===== src/rtl/core/cscan_pkg.sv =====
`default_nettype none

package cscan_pkg;

  // one byte of text with its end marker
  typedef struct packed {
    logic [7:0] text_byte;
    logic       end_of_text;
  } in_item_t;

  // one result item, either a match or an end-of-text summary
  typedef struct packed {
    logic        kind;
    logic [15:0] match_start;
    logic [16:0] match_end;
    logic [15:0] name_length;
    logic [15:0] match_total;
    logic        overflowed;
    logic        final_res;
  } out_item_t;

  // which results one scan step produced
  typedef struct packed {
    logic match_v;
    logic summ_v;
  } step_flags_t;

  localparam logic       KIND_MATCH   = 1'b0;
  localparam logic       KIND_SUMMARY = 1'b1;

  localparam logic [7:0] CHAR_COLON      = 8'h3A;
  localparam logic [7:0] CHAR_UNDERSCORE = 8'h5F;
  localparam logic [7:0] CHAR_NUL        = 8'h00;

  localparam logic [15:0] NAME_COUNT_MAX  = 16'd65534;
  localparam logic [15:0] MAX_MATCHES_RST = 16'd64;

  localparam int APB_ADDR_W = 3;
  localparam int APB_DATA_W = 32;
  localparam logic [0:0] REG_MAX_MATCHES = 1'b0;

  localparam int RESQ_DEPTH = 4;

  function automatic logic is_name_char(input logic [7:0] b);
    logic lower;
    logic upper;
    logic digit;
    lower = (b >= 8'h61) && (b <= 8'h7A);
    upper = (b >= 8'h41) && (b <= 8'h5A);
    digit = (b >= 8'h30) && (b <= 8'h39);
    return lower || upper || digit || (b == CHAR_UNDERSCORE);
  endfunction

endpackage

`default_nettype wire


===== src/rtl/core/cscan_core.sv =====
`default_nettype none

module cscan_core #(
  parameter int MAX_TEXT_BYTES = 65536
) (
  input  wire logic                  clk,
  input  wire logic                  rst_n,
  input  wire logic                  step_valid,
  input  wire cscan_pkg::in_item_t   step_item,
  input  wire logic [15:0]           max_matches,
  output cscan_pkg::step_flags_t     step_flags,
  output cscan_pkg::out_item_t       match_item,
  output cscan_pkg::out_item_t       summ_item
);
  import cscan_pkg::*;

  localparam int OFF_LIM_I = (MAX_TEXT_BYTES < 65536) ? MAX_TEXT_BYTES : 65536;
  localparam logic [16:0] OFF_LIM  = 17'(OFF_LIM_I);
  localparam logic [15:0] OFF_LAST = 16'(OFF_LIM_I - 1);

  logic        cand_r, cand_nxt;
  logic [15:0] start_r, start_nxt;
  logic [16:0] pos_r, pos_nxt;
  logic [15:0] nc_r, nc_nxt;
  logic [15:0] found_r, found_nxt;
  logic        ovf_r, ovf_nxt;

  logic [15:0] pos_cur;
  logic        ovf_now;
  logic        byte_nz;
  logic        text_done;
  logic        match_v;

  assign byte_nz   = (step_item.text_byte != CHAR_NUL);
  assign text_done = !byte_nz || step_item.end_of_text;

  always_comb begin
    cand_nxt  = cand_r;
    start_nxt = start_r;
    pos_nxt   = pos_r;
    nc_nxt    = nc_r;
    found_nxt = found_r;
    ovf_nxt   = ovf_r;
    pos_cur   = 16'd0;
    match_v   = 1'b0;

    if (step_valid && byte_nz) begin
      // positions saturate at the offset limit
      if (pos_r >= OFF_LIM) begin
        ovf_nxt = 1'b1;
        pos_cur = OFF_LAST;
      end else begin
        pos_cur = pos_r[15:0];
        pos_nxt = pos_r + 17'd1;
      end

      priority if (found_r >= max_matches) begin
        cand_nxt = 1'b0;
      end else if (step_item.text_byte == CHAR_COLON) begin
        if (cand_r && (nc_r != 16'd0)) begin
          match_v   = 1'b1;
          found_nxt = found_r + 16'd1;
          cand_nxt  = 1'b0;
          nc_nxt    = 16'd0;
        end else begin
          cand_nxt  = 1'b1;
          start_nxt = pos_cur;
          nc_nxt    = 16'd0;
        end
      end else if (cand_r && is_name_char(step_item.text_byte)) begin
        if (nc_r < NAME_COUNT_MAX) begin
          nc_nxt = nc_r + 16'd1;
        end
      end else begin
        cand_nxt = 1'b0;
        nc_nxt   = 16'd0;
      end
    end

    // values seen by this step's results, before any end-of-text clear
    ovf_now = ovf_nxt;

    match_item.kind        = KIND_MATCH;
    match_item.match_start = start_r;
    match_item.match_end   = {1'b0, pos_cur} + 17'd1;
    match_item.name_length = nc_r;
    match_item.match_total = found_nxt;
    match_item.overflowed  = ovf_now;
    match_item.final_res   = !step_item.end_of_text;

    summ_item.kind        = KIND_SUMMARY;
    summ_item.match_start = 16'd0;
    summ_item.match_end   = 17'd0;
    summ_item.name_length = 16'd0;
    summ_item.match_total = found_nxt;
    summ_item.overflowed  = ovf_now;
    summ_item.final_res   = 1'b1;

    step_flags.match_v = match_v;
    step_flags.summ_v  = step_valid && text_done;

    if (step_valid && text_done) begin
      cand_nxt  = 1'b0;
      start_nxt = 16'd0;
      pos_nxt   = 17'd0;
      nc_nxt    = 16'd0;
      found_nxt = 16'd0;
      ovf_nxt   = 1'b0;
    end
  end

  always_ff @(posedge clk) begin
    if (!rst_n) begin
      cand_r  <= 1'b0;
      start_r <= 16'd0;
      pos_r   <= 17'd0;
      nc_r    <= 16'd0;
      found_r <= 16'd0;
      ovf_r   <= 1'b0;
    end else begin
      cand_r  <= cand_nxt;
      start_r <= start_nxt;
      pos_r   <= pos_nxt;
      nc_r    <= nc_nxt;
      found_r <= found_nxt;
      ovf_r   <= ovf_nxt;
    end
  end

`ifndef SYNTHESIS
  a_pos_bounded: assert property (@(posedge clk) disable iff (!rst_n)
    pos_r <= OFF_LIM)
    else $error("byte position past offset limit");

  a_clear_after_summary: assert property (@(posedge clk) disable iff (!rst_n)
    step_flags.summ_v |=> (pos_r == 17'd0) && (found_r == 16'd0) && !cand_r && !ovf_r)
    else $error("text state not cleared after summary");

  a_match_needs_name: assert property (@(posedge clk) disable iff (!rst_n)
    step_flags.match_v |-> cand_r && (nc_r != 16'd0) && (found_r < max_matches))
    else $error("match without open candidate");
`endif

endmodule

`default_nettype wire


===== src/rtl/core/cscan_resq.sv =====
`default_nettype none

module cscan_resq (
  input  wire logic                 clk,
  input  wire logic                 rst_n,
  input  wire logic                 push_a,
  input  wire cscan_pkg::out_item_t data_a,
  input  wire logic                 push_b,
  input  wire cscan_pkg::out_item_t data_b,
  output logic                      room,
  output logic                      out_valid,
  input  wire logic                 out_stall,
  output cscan_pkg::out_item_t      out_data
);
  import cscan_pkg::*;

  localparam int PTR_W = $clog2(RESQ_DEPTH);
  localparam int CNT_W = $clog2(RESQ_DEPTH + 1);

  out_item_t          entry_r [RESQ_DEPTH];
  logic [PTR_W-1:0]   wr_ptr_r, wr_ptr_nxt;
  logic [PTR_W-1:0]   rd_ptr_r, rd_ptr_nxt;
  logic [CNT_W-1:0]   count_r, count_nxt;
  logic               pop;
  logic [PTR_W-1:0]   wr_ptr_b;

  assign out_valid = (count_r != CNT_W'(0));
  assign out_data  = entry_r[rd_ptr_r];
  assign pop       = out_valid && !out_stall;
  // room for the largest burst one item can cause
  assign room      = (count_r <= CNT_W'(RESQ_DEPTH - 2));
  assign wr_ptr_b  = wr_ptr_r + PTR_W'(1);

  always_comb begin
    wr_ptr_nxt = wr_ptr_r + PTR_W'(push_a) + PTR_W'(push_b);
    rd_ptr_nxt = rd_ptr_r + PTR_W'(pop);
    count_nxt  = count_r + CNT_W'(push_a) + CNT_W'(push_b) - CNT_W'(pop);
  end

  always_ff @(posedge clk) begin
    if (!rst_n) begin
      wr_ptr_r <= '0;
      rd_ptr_r <= '0;
      count_r  <= '0;
    end else begin
      wr_ptr_r <= wr_ptr_nxt;
      rd_ptr_r <= rd_ptr_nxt;
      count_r  <= count_nxt;
    end
  end

  always_ff @(posedge clk) begin
    if (push_a) begin
      entry_r[wr_ptr_r] <= data_a;
    end
    if (push_b) begin
      entry_r[wr_ptr_b] <= data_b;
    end
  end

`ifndef SYNTHESIS
  a_count_bounded: assert property (@(posedge clk) disable iff (!rst_n)
    count_r <= CNT_W'(RESQ_DEPTH))
    else $error("result queue count out of range");

  a_no_push_without_room: assert property (@(posedge clk) disable iff (!rst_n)
    push_a |-> room)
    else $error("push into full result queue");

  a_b_follows_a: assert property (@(posedge clk) disable iff (!rst_n)
    push_b |-> push_a)
    else $error("second push without first");
`endif

endmodule

`default_nettype wire


===== src/rtl/core/colon_shortcode_scanner.sv =====
// colon_shortcode_scanner: finds :name: shortcodes in a byte stream
// input channel: in_valid/in_stall/in_data carry one text byte per item with an
// end-of-text flag; a zero byte also ends the text
// result channel: out_valid/out_stall/out_data carry match items (kind 0) and
// one summary item (kind 1) per text; final_res marks the last result of a byte
// config: apb write of max_matches at byte address 0, readable back on prdata
// an accepted item waits in the input register, is scanned once the result queue
// has room, and its results are then written into the queue behind out_data
// throughput: one byte per cycle while the queue has room; a byte that closes
// a match and ends the text gives two results, which leave the queue one per
// cycle while out_stall is low; rate is set by the combinational scan step
// between the input register and the four-entry result queue; the queue holds
// back the input register when it has fewer than two free slots
// when the receiver stalls, results wait in the queue and bytes keep flowing
// until it has fewer than two free slots, then in_stall rises
// reset clears the text state, empties the queue and sets max_matches to 64
`default_nettype none

module colon_shortcode_scanner #(
  parameter int MAX_TEXT_BYTES = 65536
) (
  input  wire logic                                 clk,
  input  wire logic                                 rst_n,

  input  wire logic                                 in_valid,
  output logic                                      in_stall,
  input  wire cscan_pkg::in_item_t                  in_data,

  output logic                                      out_valid,
  input  wire logic                                 out_stall,
  output cscan_pkg::out_item_t                      out_data,

  input  wire logic                                 psel,
  input  wire logic                                 penable,
  input  wire logic                                 pwrite,
  input  wire logic [cscan_pkg::APB_ADDR_W-1:0]     paddr,
  input  wire logic [cscan_pkg::APB_DATA_W-1:0]     pwdata,
  output logic [cscan_pkg::APB_DATA_W-1:0]          prdata,
  output logic                                      pready
);
  import cscan_pkg::*;

  logic        in_valid_r, in_valid_nxt;
  in_item_t    in_item_r;
  logic        in_accept;
  logic        advance;
  logic        q_room;

  logic [15:0] max_matches_r;
  logic        reg_hit;

  step_flags_t flags;
  out_item_t   match_item;
  out_item_t   summ_item;
  logic        push_a;
  logic        push_b;
  out_item_t   data_a;

  // config port
  assign pready  = 1'b1;
  assign reg_hit = (paddr[APB_ADDR_W-1:2] == REG_MAX_MATCHES);
  assign prdata  = reg_hit ? {{(APB_DATA_W-16){1'b0}}, max_matches_r} : '0;

  always_ff @(posedge clk) begin
    if (!rst_n) begin
      max_matches_r <= MAX_MATCHES_RST;
    end else if (psel && penable && pwrite && pready && reg_hit) begin
      max_matches_r <= pwdata[15:0];
    end
  end

  // input register
  assign advance      = in_valid_r && q_room;
  assign in_stall     = in_valid_r && !q_room;
  assign in_accept    = in_valid && !in_stall;
  assign in_valid_nxt = in_accept || (in_valid_r && !advance);

  always_ff @(posedge clk) begin
    if (!rst_n) begin
      in_valid_r <= 1'b0;
    end else begin
      in_valid_r <= in_valid_nxt;
    end
  end

  always_ff @(posedge clk) begin
    if (in_accept) begin
      in_item_r <= in_data;
    end
  end

  cscan_core #(
    .MAX_TEXT_BYTES(MAX_TEXT_BYTES)
  ) u_core (
    .clk        (clk),
    .rst_n      (rst_n),
    .step_valid (advance),
    .step_item  (in_item_r),
    .max_matches(max_matches_r),
    .step_flags (flags),
    .match_item (match_item),
    .summ_item  (summ_item)
  );

  // match goes first when a byte gives both results
  assign push_a = flags.match_v || flags.summ_v;
  assign push_b = flags.match_v && flags.summ_v;
  assign data_a = flags.match_v ? match_item : summ_item;

  cscan_resq u_resq (
    .clk      (clk),
    .rst_n    (rst_n),
    .push_a   (push_a),
    .data_a   (data_a),
    .push_b   (push_b),
    .data_b   (summ_item),
    .room     (q_room),
    .out_valid(out_valid),
    .out_stall(out_stall),
    .out_data (out_data)
  );

`ifndef SYNTHESIS
  a_held_item_kept: assert property (@(posedge clk) disable iff (!rst_n)
    in_valid_r && !advance |=> in_valid_r && $stable(in_item_r))
    else $error("held input item lost or changed");

  a_step_only_when_held: assert property (@(posedge clk) disable iff (!rst_n)
    push_a |-> in_valid_r)
    else $error("result produced without an input item");

  a_stalled_result_kept: assert property (@(posedge clk) disable iff (!rst_n)
    out_valid && out_stall |=> out_valid && $stable(out_data))
    else $error("stalled result item lost or changed");
`endif

endmodule

`default_nettype wire

===== config.mk =====
export PLATFORM = sky130hd
export DESIGN_NAME = colon_shortcode_scanner
export DESIGN_NICKNAME = d
export VERILOG_FILES = /design/src/rtl/core/cscan_pkg.sv /design/src/rtl/core/cscan_core.sv /design/src/rtl/core/cscan_resq.sv /design/src/rtl/core/colon_shortcode_scanner.sv
export SDC_FILE = /design/constraint.sdc
export NUM_CORES = 1
export LEC_CHECK = 0
export BUFFER_PORTS_ARGS = -buffer_cell sky130_fd_sc_hd__buf_2
export CAP_MARGIN = 10
export CORE_ASPECT_RATIO = 0.6
export CORE_UTILIZATION = 47
export CTS_CLUSTER_SIZE = 16
export DETAILED_ROUTE_END_ITERATION = 7
export PLACE_DENSITY = 0.65
export RECOVER_POWER = 50
export SLEW_MARGIN = 5
export SYNTH_ARGS = -nofsm -noshare
export SYNTH_HDL_FRONTEND = slang
export SYNTH_SLANG_ARGS = --single-unit

===== constraint.sdc =====
create_clock -name clk -period 3.9 [get_ports clk]
set_input_delay 0 -clock clk [delete_from_list [all_inputs] [get_ports clk]]
set_output_delay 0 -clock clk [all_outputs]
set_load 0.005 [all_outputs]

After elaboration in Yosys (flattened, before gate mapping) --
Memory sizes are Yosys's and may differ from the RTL's. A register that Yosys moved wholly into a read port is not among the register bits. Cells that the tools add are included.
Cells by class: add/subtract/negate cells 11, magnitude comparators 10, eq/ne operators 4, muxes and demuxes 26, bitwise operators 5, reductions and logical operators 36
Operators by type and width (number):
- $mux W16 | 10
- $mux W68 | 1
- $add A16 B1 Y16 const B | 2
- $add A16 B1 Y17 const B | 1
- $add A17 B1 Y17 const B | 1
- $ge A17 B17 Y1 const B | 1
- $ge A16 B16 Y1 | 1
- $ge A8 B7 Y1 const B | 2
- $le A8 B7 Y1 const B | 2
- $logic_and A1 B1 Y1 | 16
- $lt A16 B16 Y1 const B | 1
- $reduce_bool A16 Y1 | 1
- $mux W1 | 14
- $eq A8 B6 Y1 const B | 1
- $eq A8 B7 Y1 const B | 1
- $ge A8 B6 Y1 const B | 1
- $le A8 B6 Y1 const B | 1
- $reduce_bool A8 Y1 | 1
- $add A2 B1 Y2 | 3
- $add A3 B1 Y3 | 2
- $logic_not A1 Y1 | 6
- $logic_or A1 B1 Y1 | 6
- $not A1 Y1 | 5
- $reduce_and A2 Y1 | 2
- 10 further kinds | 10
Word-level totals: register bits 100, RAM bits 272, input bits 51, output and inout port bits 103, logic and storage cells 106, memories kept 1
Memory list:
- u_resq.entry_r | words 4, bits a word 68, rd ports 1, clocked after Yosys merged registers in 1, write ports 2, line cscan_resq.sv:20 | out_item_t entry_r [RESQ_DEPTH];

Logic depth before layout (Yosys ltp) --
depth after elaboration 10, depth in mapped cells 16, depth with buffers taken out 15

By module --
A second synthesis with hierarchy kept.
Second synthesis, totals: cell total of the unflattened synthesis 1580, area total of the unflattened synthesis 20743.6 sq um
By module, submodules not included:
- cscan_resq | instances 1, cells each 702, area each 13509.2 sq um, sequential area each 8308.0 sq um
- cscan_core | instances 1, cells each 680, area each 5188.7 sq um, sequential area each 1341.3 sq um
- colon_shortcode_scanner | instances 1, cells each 198, area each 2045.7 sq um, sequential area each 610.6 sq um

Worst setup path after synthesis --
No wires, ideal clock.
path type reg-to-reg, start register max_matches_r[13], end register u_resq.count_r[1], setup time 115 ps, data arrival time 3542 ps, data required time 3785 ps, setup slack 243 ps, stages on the path, launching flop included 16, buffers on the path 1, clock period less this slack 3657 ps, path through dfxtp_1 inv_1 ha_1 a21oi_1 o21ai_1 or4_4 nor3_1 buf_2 nand3_1 nor2_1 inv_1 ha_1 fa_1 inv_1 fa_1 and2_1
On the way: cells in the longest elaborated chain, start to end 7, elaborated cells between the ends (all ways) 8, classes of those cells add/sub (3); order compare (1); mux (2); reduce/logical (2)
RTL lines:
- from (decl) | line colon_shortcode_scanner.sv:49 | logic [15:0] max_matches_r;
- from (signal assigned) | line colon_shortcode_scanner.sv:68 | max_matches_r <= pwdata[15:0];
- $ge A16 B16 Y1 (*) | line cscan_core.sv:57 | priority if (found_r >= max_matches) begin
- $mux W1 (*) | line cscan_core.sv:57
- $mux W1 (*) | line cscan_core.sv:47 | if (step_valid && byte_nz) begin
- $logic_or A1 B1 Y1 | line colon_shortcode_scanner.sv:106 | assign push_a = flags.match_v || flags.summ_v;
- $add A3 B1 Y3 | line cscan_resq.sv:37 | count_nxt = count_r + CNT_W'(push_a) + CNT_W'(push_b) - CNT_W'(pop);
- $add A3 B1 Y3 (*) | line cscan_resq.sv:37
- $sub A3 B1 Y3 (*) | line cscan_resq.sv:37
- named net u_resq.count_nxt[1] | line cscan_resq.sv:23 | logic [CNT_W-1:0] count_r, count_nxt;
- to (signal assigned) | line cscan_resq.sv:48 | count_r <= count_nxt;
- to (decl) | line cscan_resq.sv:23
The timed path passes the listed nets; every way through them passes the cells marked *. A chain may end at the register's enable or synchronous reset.

==> results.cfg <==
[route]
dr.pass1.iters = 5
drt_iter0_markers = 876
ant_nets = 0
viasPerCell = 5.843
vias = 11420
wl_um = 40420
drc_errors = 0
avgRoutedWirePerCell_um = 20.68

[worst_setup_path]
arrival_ns = 4.13
cp-startpoint = max_matches_r[15]$_SDFFE_PN0P_
crit_path_top_delay_cell = a2111oi_0
crit_path_start_kind = register
max_stage_delay_ns = 0.69
required_ns = 4.33
worst-setup-path-type = reg -> reg
crit_path_end_kind = register
r2r_start = max_matches_r[15]$_SDFFE_PN0P_
path_cells = inv_1, ha_1, nand4_1, nor3_1, or4_4, or3_1, a2111oi_0, nor2_4, buf_4, a22o_1
worstPathMaxFanout = 66

[finish]
nFillCells = 2807
num_antenna_cells = 0
final_layout_size_suffix_gt1_share_pct = 15.29
area_growth_syn_to_layout_pct = 14.39
multi_input_area_um2 = 6734
final_nets = 1585
regArea_um2 = 8223

[timing]
finalCritPeriodShare_pct = 95.09
timing.hold.ws_ns = 0.01729
setup_slack_ns = 0.1915
hold_viol = 0
tightest_slew_ns = 1.760
slew_headroom_pct = -17.34
setup_tns_ns = 0
finalSetupViolations = 0
fmax_mhz = 269.7
clock_skew_ns = 0.01923
rsz0062_at_grt = no
slew_violations = 54
fin_crit_ns = 3.709

[placement]
port_buffers = 118
place_hpwl_um = 25590
place_worst_setup_slack_ns = 0.2783
place.gp.congestion = 0.8706

[global_route]
busiest_layer = met1
grtUsageMet2_pct = 34.84
gr-usage-met3_pct = 4.736
grt.overflow.total = 0
gr-usage-met1_pct = 36.32
grt_max_degree = 67
grt_pass1_vias = 11130
grt_pass1_wl_um = 63750
grt_util_all_layers_pct = 24.07
antenna_found_initial = 0

[synthesis]
ys_ff_latch = 372
synthCells = 1397
synth_seq_area_share_pct = 52.60
synthArstFlopShare_pct = 0
synth.distinct_cells = 69
synth_area_per_cell_um2 = 11.18
synthTopCellsByArea = dfxtp_1 (38%), edfxtp_1 (15%), a22o_1 (9.9%)
synth_area_um2 = 15620
synthDominantCellAreaShare_pct = 37.80
yosysWarnings = 0
yosysTopAreaCell = dfxtp_1
ys.flop_type = dfxtp_1
synth-edff-count = 77

[clocking]
cts_setup_buffers = 0
cts_sinks = 372
clock_latency_ns = 0.54
cts_buffer_depth = 3
htreeDepth = 2
clk_pin_slew_worst_paths_ns = 0.06
cts_hold_buf = 28
post_cts_resized = 0
cts_buffers = 35
cts_tree = done
cts_root_buf = clkbuf_16

[floorplanning]
die_y_um = 143.2
dieArea_um2 = 34000
coreArea_um2 = 32540
die_w_um = 237.4
start_util_pct = 48.00
pin_count = 154
rows = 51

[flow_run]
maxCapViolations = 1

[min_path]
min_from = out_stall
hp-class = in -> reg

[power]
total_power_mw = 8.661
p_leak_nw = 6.364
p_per_area_nw_per_um2 = 484.6
vdd_ir_drop_max_v = 0.0003076

[run_status]
violations = capacitance limit, slew limit
outcome = complete, but fails checks
## cells by family after synthesis
| family | count (synthesis) | share of synthesized area (%) |
|---|---|---|
| and+or+nand+nor | 413 | 12.21 |
| DFF | 372 | 52.60 |
| AOI/OAI and AO/OA | 315 | 15.88 |
| buffers and inverters | 157 | 4.701 |
| muxes | 71 | 10.00 |
| xor gates and xnor gates | 40 | 2.243 |
| adders and majority gates | 27 | 2.307 |
| other | 2 | 0.04807 |
## synthesized netlist by cell type, drive strengths merged, types with 2 or more instances
| master | number |
|---|---|
| a2111oi | 3 |
| a211oi | 16 |
| a21oi | 35 |
| a22o | 177 |
| a2bb2oi | 4 |
| a311oi | 4 |
| a31oi | 8 |
| and2 | 9 |
| and3 | 11 |
| and4 | 3 |
| and4b | 3 |
| buf | 63 |
| clkbuf | 59 |
| conb | 2 |
| dfxtp | 295 |
| edfxtp | 77 |
| fa | 3 |
| ha | 24 |
| inv | 34 |
| mux2i | 2 |
| mux4 | 68 |
| nand2 | 81 |
| nand3 | 27 |
| nand4 | 18 |
| nor2 | 205 |
| nor2b | 2 |
| nor3 | 24 |
| nor3b | 4 |
| nor4 | 11 |
| nor4b | 2 |
| o21a | 4 |
| o21ai | 30 |
| o22a | 2 |
| o2bb2ai | 20 |
| or3 | 5 |
| or4 | 3 |
| xnor2 | 21 |
| xor2 | 19 |
## through the flow
stage / std cells / instance area, µm² / utilization, %
2_1_floorplan: 1412 / 15680 / -
3_3_place_gp: 1866 / 16540 / 50.81
3_5_place_dp: 1866 / 16540 / 50.81
4_1_cts: 1954 / 18000 / 55.31
5_1_grt: 1954 / 17870 / 54.91
6_report: 1954 / 17870 / 54.91
## state kept, by name, summed over array words and instances, names as in the netlist
| signal | cells |
|---|---|
| u_resq.rd_ptr_r | 2 |
| u_core.pos_r | 17 |
| u_resq.count_r | 3 |
| u_core.cand_r | 1 |
| u_core.nc_r | 16 |
| u_core.found_r | 16 |
| u_resq.wr_ptr_r | 2 |
| u_core.ovf_r | 1 |
| max_matches_r | 16 |
| u_resq.entry_r | 272 |
| in_item_r | 9 |
| in_valid_r | 1 |
| u_core.start_r | 16 |
## critical path, delay by kind of cell (launching register included)
family / cells / cell delay (ns)
buffers and inverters: 2 / 0.49
and+or+nand+nor: 5 / 1.38
DFF: 1 / 0.32
adders and majority gates: 1 / 0.32
AOI/OAI and AO/OA: 2 / 1.05
## where the power goes
part / switching (mW) / internal, mW / leakage (nW)
Combinational: 0.495 / 0.435 / 2.63
Sequential: 0.205 / 4.00 / 3.14
Clock: 1.48 / 2.04 / 0.589
Total: 2.18 / 6.48 / 6.36
## metal layers
layer  vias to the layer above  share of wire, %
met5                         -              0.20
met3                        50               7.4
li1                       5366                 -
met1                      5593                49
met4                         2               1.8
met2                       406                42
## layout make-up
class                           count  share of cell area (%)
Sequential cell                   372                   46.01
Multi-Input combinational cell    883                   37.68
Timing Repair Buffer              180                   5.986
Clock buffer                       49                   5.944
Tap cell                          424                   2.969
Inverter                           35                  0.7351
Clock inverter                     11                  0.6721
## placed cells by master (no fill, tap or decap), drive strengths merged, types with 30 or more instances in the layout
cell type / instances
nand2: 81
mux4: 68
buf: 81
inv: 36
a22o: 177
a21oi: 35
clkbuf: 120
nor2: 205
dfxtp: 295
edfxtp: 77
o21ai: 30
## worst paths after layout
kind,slack [ns],depth (start not counted),to
setup / recovery,0.19,10,u_resq.entry_r[3][19]$_SDFFE_PP0P_
hold / removal,0.02,5,u_resq.rd_ptr_r[1]$_SDFF_PN0_
setup reg to reg,0.19,10,u_resq.entry_r[3][19]$_SDFFE_PP0P_
hold reg to reg,0.46,2,max_matches_r[7]$_SDFFE_PN0P_
No activity file was read; power rests on OpenSTA's default activity.
